[src/sv/rc6_pkg.sv]
// Shared types and constants for the RC6 block cipher.
// No dependencies.
`timescale 1ns / 1ps
package rc6_pkg;
    localparam logic [31:0] P32 = 32'hB7E15163;
    localparam logic [31:0] Q32 = 32'h9E3779B9;
    localparam int KEY_WORDS = 8;

    typedef enum logic [1:0] {
        OP_ENC = 2'd0,
        OP_DEC = 2'd1,
        OP_EXP = 2'd2,
        OP_NOP = 2'd3
    } t_op;

    typedef enum logic [2:0] {
        CMD_IDLE = 3'd0,
        CMD_LOAD = 3'd1,
        CMD_INIT = 3'd2,
        CMD_MIX  = 3'd3,
        CMD_ROUND = 3'd4,
        CMD_FINAL = 3'd5,
        CMD_OUT  = 3'd6
    } t_cmd;

    typedef struct packed {
        t_cmd       cmd;
        logic       dec;
        logic [6:0] kidx;
        logic [6:0] ridx;
        logic [2:0] lidx;
    } t_ctl;

    function automatic logic [31:0] rotl(input logic [31:0] x, input logic [4:0] n);
        logic [63:0] d;
        d = {x, x} << n;
        return d[63:32];
    endfunction

    function automatic logic [31:0] rotr(input logic [31:0] x, input logic [4:0] n);
        logic [63:0] d;
        d = {x, x} >> n;
        return d[31:0];
    endfunction
endpackage

[src/sv/rc6_ctrl.sv]
// Sequencer for the RC6 cipher: walks loads, key schedule and rounds.
// Depends on rc6_pkg.
`timescale 1ns / 1ps
module rc6_ctrl #(
    parameter int ROUNDS = 20,
    parameter int NKEYS = 44
) (
    input  logic          i_clk,
    input  logic          i_rst_n,
    input  logic          i_valid,
    input  logic [1:0]    i_op,
    input  logic [5:0]    i_key_length,
    input  logic          i_out_stall,
    output logic          o_in_stall,
    output logic          o_out_valid,
    output logic          o_zero,
    output rc6_pkg::t_ctl o_ctl
);
    import rc6_pkg::*;

    typedef enum logic [5:0] {
        S_IDLE  = 6'b000001,
        S_INIT  = 6'b000010,
        S_MIX   = 6'b000100,
        S_ROUND = 6'b001000,
        S_FINAL = 6'b010000,
        S_DONE  = 6'b100000
    } t_state;

    t_state r_state, n_state;
    logic [6:0] r_k, n_k;
    logic [2:0] r_j, n_j;
    logic [7:0] r_s, n_s;
    logic r_dec, n_dec, r_zero, n_zero;
    logic r_ovalid, n_ovalid, r_ozero, n_ozero;
    logic [5:0] nb;
    logic [3:0] c;
    logic [7:0] steps;

    assign nb = (i_key_length > 6'd32) ? 6'd32 : i_key_length;
    always_comb begin
        c = 4'((nb + 6'd3) >> 2);
        if (c == 4'd0) c = 4'd1;
        steps = ({4'd0, c} > 8'(NKEYS)) ? {4'd0, c} * 8'd3 : 8'(3 * NKEYS);
    end

    always_comb begin
        n_state = r_state; n_k = r_k; n_j = r_j; n_s = r_s;
        n_dec = r_dec; n_zero = r_zero;
        n_ovalid = r_ovalid && i_out_stall;
        n_ozero = r_ozero;
        o_ctl.cmd = CMD_IDLE;
        o_ctl.dec = r_dec;
        o_ctl.kidx = r_k;
        o_ctl.lidx = r_j;
        case (r_state)
            S_IDLE: begin
                if (i_valid) begin
                    o_ctl.cmd = CMD_LOAD;
                    n_dec = (i_op == OP_DEC);
                    n_zero = (i_op[1] == 1'b1);
                    n_k = '0; n_j = '0; n_s = '0;
                    if (i_op == OP_EXP) n_state = S_INIT;
                    else if (i_op == OP_NOP) n_state = S_DONE;
                    else begin
                        n_state = S_ROUND;
                        n_k = (i_op == OP_DEC) ? 7'(2*ROUNDS+2) : 7'd0;
                    end
                end
            end
            S_INIT: begin
                o_ctl.cmd = CMD_INIT;
                if (r_k == 7'(NKEYS-1)) begin
                    n_k = '0; n_state = S_MIX;
                end else n_k = r_k + 7'd1;
            end
            S_MIX: begin
                o_ctl.cmd = CMD_MIX;
                n_k = (r_k == 7'(NKEYS-1)) ? 7'd0 : r_k + 7'd1;
                n_j = ({1'b0, r_j} == c - 4'd1) ? 3'd0 : r_j + 3'd1;
                n_s = r_s + 8'd1;
                if (r_s == steps - 8'd1) n_state = S_DONE;
            end
            S_ROUND: begin
                o_ctl.cmd = r_dec && r_k == 7'(2*ROUNDS+2) ? CMD_FINAL : CMD_ROUND;
                if (!r_dec) begin
                    if (r_k == 7'(2*ROUNDS)) n_state = S_FINAL;
                    n_k = r_k + 7'd2;
                end else begin
                    if (r_k == 7'd2) begin
                        n_state = S_FINAL; n_k = 7'd0;
                    end else n_k = r_k - 7'd2;
                end
            end
            S_FINAL: begin
                o_ctl.cmd = r_dec ? CMD_ROUND : CMD_FINAL;
                n_state = S_DONE;
            end
            S_DONE: begin
                if (!r_ovalid || !i_out_stall) begin
                    o_ctl.cmd = CMD_OUT;
                    n_ovalid = 1'b1;
                    n_ozero = r_zero;
                    n_state = S_IDLE;
                end
            end
            default: n_state = S_IDLE;
        endcase
        o_ctl.ridx = n_k;
    end

    assign o_in_stall = (r_state != S_IDLE);
    assign o_out_valid = r_ovalid;
    assign o_zero = r_ozero;

    always_ff @(posedge i_clk) begin
        if (!i_rst_n) begin
            r_state <= S_IDLE;
            r_dec <= 1'b0;
            r_zero <= 1'b0;
            r_ovalid <= 1'b0;
            r_ozero <= 1'b0;
            r_k <= '0; r_j <= '0; r_s <= '0;
        end else begin
            r_state <= n_state; r_k <= n_k; r_j <= n_j; r_s <= n_s;
            r_dec <= n_dec; r_zero <= n_zero;
            r_ovalid <= n_ovalid; r_ozero <= n_ozero;
        end
    end
endmodule
[config.mk]
export PLATFORM = sky130hd
export DESIGN_NAME = rc6_ctrl
export DESIGN_NICKNAME = d
export VERILOG_FILES = /design/src/sv/rc6_pkg.sv /design/src/sv/rc6_ctrl.sv
export SDC_FILE = /design/constraint.sdc
export NUM_CORES = 1
export LEC_CHECK = 0
export BUFFER_PORTS_ARGS = -buffer_cell sky130_fd_sc_hd__buf_4
export CAP_MARGIN = 30
export CORE_UTILIZATION = 50
export CTS_CLUSTER_SIZE = 20
export DETAILED_ROUTE_END_ITERATION = 10
export PLACE_DENSITY = 0.73
export SLEW_MARGIN = 5
export SYNTH_ARGS = -nofsm -noshare
export SYNTH_HDL_FRONTEND = slang
export SYNTH_SLANG_ARGS = --single-unit
[constraint.sdc]
create_clock -name i_clk -period 2.4 [get_ports i_clk]
set_input_delay 0 -clock i_clk [delete_from_list [all_inputs] [get_ports i_clk]]
set_output_delay 0 -clock i_clk [all_outputs]
set_load 0.01 [all_outputs]
Word level (Yosys, flattened, before mapping)
Index checks and enable logic that the tools add are counted.
Widths: inputs -> output; s select.
{ "word_totals": {"out_inout_bits": 24, "elab_cells": 82, "input_bits": 12, "reg_bits": 28} }
{ "op_classes": {"n_addsub": 7, "order_cmp": 1, "reduce_logical": 12, "n_mux": 32, "eq_ne": 22} }
{ "ops": {"columns": ["cell", "n"], "rows": [
  ["$mux 6", 13],
  ["$pmux 6 s6", 1],
  ["$mux 7", 4],
  ["$eq 7x6->1 const B", 3],
  ["$pmux 7 s3", 1],
  ["$pmux 3 s6", 1],
  ["$pmux 8 s2", 1],
  ["$mux 3", 3],
  ["$add 8x1->8 const B", 1],
  ["$eq 8x8->1 const B", 1],
  ["$mux 8", 1],
  ["$ne 2x2->1 const B", 4],
  ["$add 7x1->7 const B", 1],
  ["$add 7x2->7 const B", 1],
  ["$eq 7x2->1 const B", 1],
  ["$sub 7x2->7 const B", 1],
  ["$add 6x2->6 const B", 1],
  ["$eq 6x1->1 const B", 1],
  ["$eq 6x2->1 const B", 1],
  ["$eq 6x3->1 const B", 1],
  ["$eq 6x4->1 const B", 1],
  ["$eq 6x5->1 const B", 1],
  ["$eq 6x6->1 const B", 1],
  ["$gt 6x6->1 const B", 1],
  ["18 further kinds", 28]
]} }

Logic depth before layout (Yosys ltp)
Gate-level depths: netlist of run 1.
{ "logic_depth": {"word_depth": 9, "ltp_mapped": 9, "mapped_depth_nobuf": 9} }

Worst setup path after synthesis of run 1
No wires, ideal clock.
{ "synth_timing": {"path_kind": "register -> register", "start": "register r_k[4]", "end": "register r_k[1]", "n_path_buf": 1, "arrival_time_ns": 1.932, "path_stages_with_launch": 7, "setup_slack_ns": 0.353, "setup_time_ns": 0.115, "required_ns": 2.285, "synth_period_minus_slack_ns": 2.047, "path_cell_list": "dfxtp_1 -> buf_2 -> or4_4 -> o311ai_2 -> nor2_1 -> a2111o_1 -> and2_1"} }
{ "synth_rtl": {"columns": ["element", "line", "source"], "rows": [
  ["from (decl)", "rc6_ctrl.sv:31", "logic [6:0] r_k, n_k;"],
  ["from (signal assigned)", "rc6_ctrl.sv:125", "r_state <= n_state; r_k <= n_k; r_j <= n_j; r_s <= n_s;"]
]} }

==> results of run 1 <==
## cells in the mapped netlist (all sizes together) (2+ instances only)
cell type	count	area (um2)
nor2	27	101
o2111ai	2	17.5
a21oi	13	65.1
inv	10	37.5
mux2i	3	30.0
and3	4	25.0
or4	3	30.0
nand3b	4	30.0
xnor2	11	96.3
o21ai	11	55.1
nor4	4	25.0
nor4b	4	35.0
ha	8	100
nor3b	2	15.0
o211ai	6	45.0
nand2b	4	25.0
xor2	7	61.3
clkbuf	10	37.5
buf	6	41.3
and2	7	43.8
a211oi	3	22.5
o41ai	2	25.0
dfxtp	28	561
or3	5	31.3
nor3	12	65.1
nand4	3	18.8
a31oi	5	31.3
nand2	22	82.6
o311ai	3	33.8
nor2b	4	25.0
nand3	13	65.1
## sequential cells by signal, summed over array words and instances (netlist names)
register	count
r_zero	1
r_dec	1
r_s	8
r_k	7
r_state	6
r_j	3
o_out_valid	1
o_zero	1
## where the power goes
group | internal [mW] | switching (mW) | total, mW
Sequential | 0.489 | 0.0539 | 0.543
Clock | 0.224 | 0.158 | 0.381
Combinational | 0.219 | 0.273 | 0.492
Total | 0.932 | 0.484 | 1.42
## final timing paths
check / depth (start not counted) / slack [ns] / endpoint
worst min-delay path: 3 / 0.04 / o_out_valid
worst max-delay path: 5 / 0.10 / o_ctl[8]
worst max register to register: 5 / 0.23 / r_state[2]
worst min register to register: 2 / 0.47 / r_zero
## layer usage
layer	share of wire, %	GRT usage [%]
met1	51	36.4
met2	42	35.3
met3	5.6	2.93
met4	1.1	7.34
met5	0	0
## critical path, cell delays in order, from the launching register on
cell and delay [ns]:
dfxtp_1 0.44, nor4_1 0.65, and2_0 0.44, o211a_1 0.25
or3_1 0.12, buf_4 0.11
## cell families after synthesis
logic type | share of synthesized area (%)
xor+xnor | 7.73
mux | 1.47
flops | 27.5
fa+ha+maj | 4.91
simple gates | 32.7
compound gates | 20.1
buf+inv | 5.70
## through the flow
stage	utilization [%]	power [mW]	setup WS [ns]	hold slack, ns	cells
3_5_place_dp	61.1	1.03	0.244	0.237	336
2_1_floorplan	-	0.877	0.353	0.0985	264
3_3_place_gp	61.1	1.02	0.291	0.227	336
6_report	64.2	1.42	0.105	0.0434	343
4_1_cts	63.8	1.41	0.0278	0.0454	343
5_1_grt	64.2	1.49	0.0128	0.0636	343
## layout make-up
cell class              count  area (um2)
fillers                   344        1360
multi-input cells         210        1380
clock inverters             1        30.0
repair buffers             43         330
well taps                  48        60.1
flip-flops and latches     28         563
inverters                  10        37.5
clock buffers               3        41.3
## repair_timing
item,CTS,global route
hold endpoints to repair,3,0
endpoints found under the setup margin,0,4
resized for setup,0,5
hold buffers,3,0
==> flow_metrics.env, run 1 <==
export IMPL_gr_total_overflow=0
export IMPL_drt_iter0_markers=148
export IMPL_synth_cell_types=57
export IMPL_cts_setup_buffers=0
export IMPL_finalSetupViolations=0
export IMPL_leakage_nw=0.995
export IMPL_slew_headroom_pct=55.3
export IMPL_synth_edf_count=0
export IMPL_hold_class="input pin to register"
export IMPL_rows=22
export IMPL_critPathLaunch="r_state[1]"
export IMPL_synth_warnings=0
export IMPL_timing_rr_start="r_state[1]"
export IMPL_max_freq_mhz=436
export IMPL_slew_viol_final=0
export IMPL_drt_pre_antenna_iters=5
export IMPL_postPlaceCellArea_um2=2320
export IMPL_hold_violations=0
export IMPL_cts_buffer_depth=2
export IMPL_finalClockSkew_ns=0.00293
export IMPL_power_density_nw_per_um2=581
export IMPL_vias_per_cell=5.96
export IMPL_required_ns=2.40
export IMPL_io_pins=36
export IMPL_cp_data_arrival_time_ns=2.30
export IMPL_cp_end_kind="primary output"
export IMPL_clock_sinks=28
export IMPL_design_die_area_um2=4340
export IMPL_cap_viol_max_count=0
export IMPL_final_cell_mix="40 x buf_4, 26 x nor2_1, 26 x dfxtp_1"
export IMPL_rsz0062_at_grt="false"
export IMPL_worstMarginPinSlew_ns=0.665
export IMPL_vias=2043
export IMPL_start_kind="register"
export IMPL_cts_max_level=1
export IMPL_fin_crit_sh_pct=95.6
export IMPL_drc=0
export IMPL_drtAntennaViolNets=0
export IMPL_fp_dieH_um=65.9
export IMPL_clockRootBuffer="clkbuf_8"
export IMPL_syn_nets=284
export IMPL_path_max_fanout=10
export IMPL_crit_type="register to primary output"
export IMPL_grt_pass1_vias=1732
export IMPL_core_area_um2=3800
export IMPL_fin_nets=316
export IMPL_drt_wl_total_mm=5.16
export IMPL_insertion_delay_ns=0.28
export IMPL_start_util_pct=53.7
export IMPL_synthArstFlopShare_pct=0
export IMPL_diodes=0
export IMPL_area_growth_pct=19.5
export IMPL_drive_above_1_share_pct=19.0
export IMPL_detailed_place_hpwl_mm=3.85
export IMPL_min_from="i_out_stall"
export IMPL_fin_crit_ns=2.30
export IMPL_ys_seq_area_share_pct=27.5
export IMPL_ys_seq_elements=28
export IMPL_syn_area_um2=2040
export IMPL_final_common_cell="buf_4"
export IMPL_cts_clk_slew_worst_paths_ns=0.10
export IMPL_ir_drop_uv=542
export IMPL_die_x_um=65.9
export IMPL_grt_pass1_wl_mm=8.15
export IMPL_status="finished, final reports clean"
export IMPL_ys_flop_type="dfxtp_1"
export IMPL_io_buffers=35
export IMPL_cts_inserted_buffers=3
export IMPL_syn_area_per_cell_um2=7.73
export IMPL_antenna_found_initial=0
export IMPL_wl_per_cell_um=15.0
export IMPL_routabilityCongestion=0.948
export IMPL_final_setup_tns_ns=0
export IMPL_final_area_um2=2440
export IMPL_grt_start_max_net_pins=17
export IMPL_synth_cells=264
export IMPL_cts_tree="built"
export IMPL_grt_usage_pct=24.2
(Power assumes the default switching activity.)
==> inputs of run 2 (changes only) <==
--- a/config.mk
+++ b/config.mk
@@ -7,10 +7,10 @@
 export LEC_CHECK = 0
 export BUFFER_PORTS_ARGS = -buffer_cell sky130_fd_sc_hd__buf_4
 export CAP_MARGIN = 30
-export CORE_UTILIZATION = 50
+export CORE_UTILIZATION = 56
 export CTS_CLUSTER_SIZE = 20
 export DETAILED_ROUTE_END_ITERATION = 10
-export PLACE_DENSITY = 0.73
+export PLACE_DENSITY = 0.8
 export SLEW_MARGIN = 5
 export SYNTH_ARGS = -nofsm -noshare
 export SYNTH_HDL_FRONTEND = slang
==> run 2 against run 1 <==
Compared with the run above:
- power fell by 3.5%
- sequential cell count stayed put
- count of clock-buffer cells in the layout is the same
- global-route usage grew 3.6 points
- critical path depth is 1 higher
- cell count is 0.87% higher
- clock power shrank 18%
- hold slack improved by 0.068 ns
- register-to-register slack better by 0.02 ns
- via count increased by 1.6%
- non-clock buffer count increased by 5
- critical endpoint is now o_ctl[6]
- highest routed layer unchanged
==> flow_metrics.env, run 2 (synthesis gave the netlist of run 1 again) <==
export IMPL_fin_crit_sh_pct=95.7
export IMPL_drtAntennaViolNets=0
export IMPL_multi_input_area_um2=1390
export IMPL_drive_above_1_share_pct=20.3
export IMPL_rrSetupSlack_ns=0.25
export IMPL_antenna_found_initial=0
export IMPL_seqCellArea_um2=563
export IMPL_hold_violations=0
export IMPL_ir_drop_uv=382
export IMPL_final_area_um2=2470
export IMPL_io_pins=36
export IMPL_final_setup_tns_ns=0
export IMPL_crit_chain="or3_1 -> or3_1 -> buf_4 -> or3_1 -> o211ai_1 -> buf_4"
export IMPL_detailed_place_hpwl_mm=3.80
export IMPL_rsz0062_at_grt="false"
export IMPL_slew_headroom_pct=61.9
export IMPL_design_die_area_um2=3890
export IMPL_start_kind="register"
export IMPL_cts_inserted_buffers=3
export IMPL_finalClockSkew_ns=0.0105
export IMPL_required_ns=2.40
export IMPL_grt_pass1_wl_mm=8.71
export IMPL_reg_largest_list="r_s (8), r_k (7), r_state (6)"
export IMPL_cpMostUsedCell="or3_1"
export IMPL_power_density_nw_per_um2=554
export IMPL_vias_per_cell=6.00
export IMPL_worst_r2r_endpoint="r_state[2]"
export IMPL_grt_pass1_vias=1828
export IMPL_drc=0
export IMPL_cp_data_arrival_time_ns=2.30
export IMPL_insertion_delay_ns=0.33
export IMPL_die_x_um=62.4
export IMPL_final_cell_mix="44 x buf_4, 26 x nor2_1, 26 x dfxtp_1"
export IMPL_cp_end_kind="primary output"
export IMPL_path_max_fanout=9
export IMPL_power_mw=1.37
export IMPL_gr_total_overflow=0
export IMPL_fin_crit_ns=2.30
export IMPL_critPathLaunch="r_state[4]"
export IMPL_finalSetupViolations=0
export IMPL_min_from="i_valid"
export IMPL_core_area_um2=3420
export IMPL_vias=2076
export IMPL_final_common_cell="buf_4"
export IMPL_start_util_pct=59.7
export IMPL_top_register="r_s"
export IMPL_fillers=277
export IMPL_diodes=0
export IMPL_worstMarginPinSlew_ns=0.571
export IMPL_max_freq_mhz=435
export IMPL_cp_buffers_inverters=2
export IMPL_postPlaceCellArea_um2=2350
export IMPL_drt_wl_total_mm=5.23
export IMPL_cts_max_level=1
export IMPL_status="finished, final reports clean"
export IMPL_max_stage_delay_ns=0.44
export IMPL_largest_register_ffs=8
export IMPL_final_cells=346
export IMPL_dp_cells=338
export IMPL_wl_per_cell_um=15.1
export IMPL_drt_iter0_markers=179
export IMPL_cts_clk_slew_worst_paths_ns=0.16
export IMPL_cts_tree="built"
export IMPL_grt_usage_pct=27.8
export IMPL_io_buffers=35
export IMPL_drt_pre_antenna_iters=4
export IMPL_cp_slowest_cell="dfxtp_1"
export IMPL_clockRootBuffer="clkbuf_4"
export IMPL_fp_dieH_um=62.4
export IMPL_area_growth_pct=21.0
export IMPL_cts_buffer_depth=2
export IMPL_leakage_nw=1.01
export IMPL_grt_start_max_net_pins=17
export IMPL_hold_end="r_state[0]"
export IMPL_routabilityCongestion=0.932
export IMPL_hold_depth=3
export IMPL_hold_class="input pin to register"
export IMPL_fin_nets=321
export IMPL_worst_path_dominant_cell_family="simple AND/OR/NAND/NOR gates"
export IMPL_crit_type="register to primary output"
export IMPL_rows=21
export IMPL_cap_viol_max_count=0
export IMPL_slew_viol_final=0
export IMPL_timing_rr_start="r_state[1]"
export IMPL_reg2regPathDepth=5
export IMPL_clock_sinks=28
run 2: cell count changes in the layout (fill, tap and decap cells not counted), sizes merged:
cell	before	now
buf	40	44
dlygate4sd3	3	4
run 2: worst max path at each step:
stage / end / slack (ns) / cells after the start
detailed placement: r_state[2] / 0.35 / 5
global placement: r_state[0] / 0.36 / 5
finish: o_ctl[6] / 0.10 / 6
CTS: o_ctl[6] / 0.03 / 6
floorplan: r_k[1] / 0.35 / 6
global route: o_ctl[6] / 0.02 / 6
run 2: timing repair:
action                                  4_1_cts  5_1_grt
endpoints found under the setup margin        0        9
buffers inserted                              0        0
hold buffers                                  4        0
resized for setup                             0        7
hold endpoints to repair                      9        0
run 2: power by group:
part / total, mW / switching (mW) / leakage (nW) / internal [mW]
logic: 0.521 / 0.289 / 0.758 / 0.232
clock network: 0.312 / 0.144 / 0.0279 / 0.169
registers: 0.534 / 0.0432 / 0.227 / 0.491
total: 1.37 / 0.476 / 1.01 / 0.892
run 2: final cells by class:
class / instances / share of cell area (%)
Tap cell: 46 / 2.33
Multi-Input combinational cell: 210 / 56.2
Timing Repair Buffer: 48 / 15.0
Sequential cell: 28 / 22.8
Clock buffer: 3 / 0.912
Clock inverter: 1 / 1.22
Inverter: 10 / 1.52
run 2: per-stage QoR:
stage | utilization, % | hold slack, ns | worst slack (ns)
after floorplan | - | 0.0985 | 0.353
after global placement | 68.8 | 0.235 | 0.365
after detailed placement | 68.8 | 0.237 | 0.348
after CTS | 71.5 | 0.110 | 0.0313
after global routing | 72.3 | 0.148 | 0.0216
final | 72.3 | 0.111 | 0.102
run 2: worst reg2reg max path, stage by stage (launching register included):
cell	delay, ns
dfxtp_1	0.45
or4_4	0.59
or4b_1	0.55
nand2b_1	0.14
nand4bb_1	0.21
o21ai_0	0.11
run 2: metal layers:
metal | part of all wire [%] | GRT usage (%)
met2 | 48 | 45.1
met3 | 5.3 | 2.94
met1 | 46 | 39.6
met5 | 0 | 0
met4 | 0.59 | 6.10
==> inputs of run 3 (changes only) <==
--- a/config.mk
+++ b/config.mk
@@ -5,12 +5,13 @@
 export SDC_FILE = /design/constraint.sdc
 export NUM_CORES = 1
 export LEC_CHECK = 0
+export ABC_CLOCK_PERIOD_IN_PS = 2700
 export BUFFER_PORTS_ARGS = -buffer_cell sky130_fd_sc_hd__buf_4
 export CAP_MARGIN = 30
-export CORE_UTILIZATION = 56
+export CORE_UTILIZATION = 60
 export CTS_CLUSTER_SIZE = 20
 export DETAILED_ROUTE_END_ITERATION = 10
-export PLACE_DENSITY = 0.8
+export PLACE_DENSITY = 0.85
 export SLEW_MARGIN = 5
 export SYNTH_ARGS = -nofsm -noshare
 export SYNTH_HDL_FRONTEND = slang
==> constraint.sdc (replaced) <==
create_clock -name i_clk -period 2.7 [get_ports i_clk]
set_input_delay 0 -clock i_clk [delete_from_list [all_inputs] [get_ports i_clk]]
set_output_delay 0 -clock i_clk [all_outputs]
set_load 0.01 [all_outputs]
==> run 3 against run 2 <==
Compared with the run above:
- sequential power decreased by 9.2%
- die area decreased by 6.5%
- first-iteration DRC count decreased by 15%
- routed wire length decreased by 4.1%
- cell area decreased by 3.4%
- sequential cell count unchanged
- count of clock-buffer cells in the layout unchanged
- combinational power decreased by 19%
- clock power decreased by 8.3%
- non-clock buffer count decreased by 8
- critical path type unchanged
- critical endpoint is now o_ctl[8]
==> flow_metrics.env, run 3 (synthesis gave the netlist of run 1 again) <==
export IMPL_antenna_found_initial=0
export IMPL_clock_sinks=28
export IMPL_reg2regPathDepth=5
export IMPL_finalClockSkew_ns=0.0121
export IMPL_rows=20
export IMPL_drc=0
export IMPL_fp_dieH_um=60.3
export IMPL_hold_depth=3
export IMPL_dp_cells=328
export IMPL_drtAntennaViolNets=0
export IMPL_drt_iter0_markers=153
export IMPL_multi_input_area_um2=1370
export IMPL_hold_class="input pin to register"
export IMPL_insertion_delay_ns=0.34
export IMPL_final_cells=336
export IMPL_fillers=249
export IMPL_cp_data_arrival_time_ns=2.46
export IMPL_power_density_nw_per_um2=501
export IMPL_required_ns=2.70
export IMPL_cts_setup_buffers=0
export IMPL_fin_crit_ns=2.46
export IMPL_worstMarginPinSlew_ns=0.751
export IMPL_clockRootBuffer="clkbuf_4"
export IMPL_leakage_nw=0.969
export IMPL_routabilityCongestion=0.915
export IMPL_io_buffers=35
export IMPL_finalSetupViolations=0
export IMPL_seqCellArea_um2=561
export IMPL_grt_pass1_wl_mm=8.11
export IMPL_final_setup_tns_ns=0
export IMPL_wl_per_cell_um=14.9
export IMPL_top_register="r_s"
export IMPL_start_kind="register"
export IMPL_ir_drop_uv=355
export IMPL_fin_crit_sh_pct=91.0
export IMPL_max_freq_mhz=407
export IMPL_drt_wl_total_mm=5.02
export IMPL_die_x_um=60.3
export IMPL_largest_register_ffs=8
export IMPL_cts_inserted_buffers=3
export IMPL_design_die_area_um2=3640
export IMPL_cts_tree="built"
export IMPL_start_util_pct=65.2
export IMPL_cts_clk_slew_worst_paths_ns=0.17
export IMPL_cp_end_kind="primary output"
export IMPL_path_max_fanout=11
export IMPL_slew_viol_final=0
export IMPL_fin_nets=313
export IMPL_grt_pass1_vias=1811
export IMPL_drive_above_1_share_pct=16.4
export IMPL_core_area_um2=3130
export IMPL_grt_start_max_net_pins=17
export IMPL_area_growth_pct=16.9
export IMPL_final_common_cell="buf_4"
export IMPL_io_pins=36
export IMPL_crit_type="register to primary output"
export IMPL_detailed_place_hpwl_mm=3.73
export IMPL_rsz0062_at_grt="false"
export IMPL_slew_headroom_pct=49.5
export IMPL_final_cell_mix="36 x buf_4, 28 x dfxtp_1, 27 x nor2_1"
export IMPL_cts_buffer_depth=2
export IMPL_status="finished, final reports clean"
export IMPL_cap_viol_max_count=0
export IMPL_reg_largest_list="r_s (8), r_k (7), r_state (6)"
export IMPL_grt_usage_pct=29.4
export IMPL_hold_violations=0
export IMPL_diodes=0
export IMPL_gr_total_overflow=0
export IMPL_vias_per_cell=6.11
export IMPL_drt_pre_antenna_iters=4
export IMPL_cts_max_level=1
export IMPL_vias=2054
## run 3: path summary, 6_finish.rpt
check	from	endpoint	slack (ns)
min reg2reg	r_zero	r_zero	0.49
min	i_valid	r_state[0]	0.11
max reg2reg	r_k[5]	r_state[1]	0.47
max	r_k[4]	o_ctl[8]	0.24
## run 3: where the power goes
| part | total (mW) | internal (mW) | switching, mW |
|---|---|---|---|
| Clock | 0.286 | 0.150 | 0.136 |
| Combinational | 0.422 | 0.190 | 0.232 |
| Sequential | 0.485 | 0.434 | 0.0510 |
## run 3: worst max-delay path, cell delays in order, from the launching register on
cell	delay (ns)
dfxtp_1	0.46
or4_4	0.60
nor2_1	0.23
o21ai_0	0.13
o211a_1	0.17
or3_1	0.36
buf_4	0.15
## run 3: through the flow
| stage | hold WS (ns) | worst slack, ns | power, mW | util (%) | cell area (um2) |
|---|---|---|---|---|---|
| final | 0.113 | 0.244 | 1.19 | 76.2 | 2380 |
| after global routing | 0.119 | 0.110 | 1.25 | 76.2 | 2380 |
| after CTS | 0.114 | 0.178 | 1.19 | 76.1 | 2380 |
| after detailed placement | 0.233 | 0.537 | 0.903 | 73.1 | 2290 |
| after global placement | 0.233 | 0.566 | 0.895 | 73.1 | 2290 |
| after floorplan | 0.0985 | 0.653 | 0.780 | - | 2040 |
## run 3: routing by layer
layer  GRT usage (%)  wire length, um  vias to the layer above
met5               0                0                        -
li1                -                -                     1018
met2            47.4             2330                       80
met1            41.0             2310                      954
met3            3.90              362                        2
met4            7.97               12                        0
## run 3: final cells by class
cell class,instances,area share [%]
Sequential cell,28,23.5
Clock inverter,1,1.26
Clock buffer,3,0.944
Multi-Input combinational cell,210,57.4
Tap cell,44,2.31
Inverter,10,1.57
Timing Repair Buffer,40,13.0
## run 3: what timing repair did
action	CTS	global route
endpoints found under the hold margin	10	0
hold buffers	4	0
setup endpoints to repair	0	2
gates resized for setup	0	1
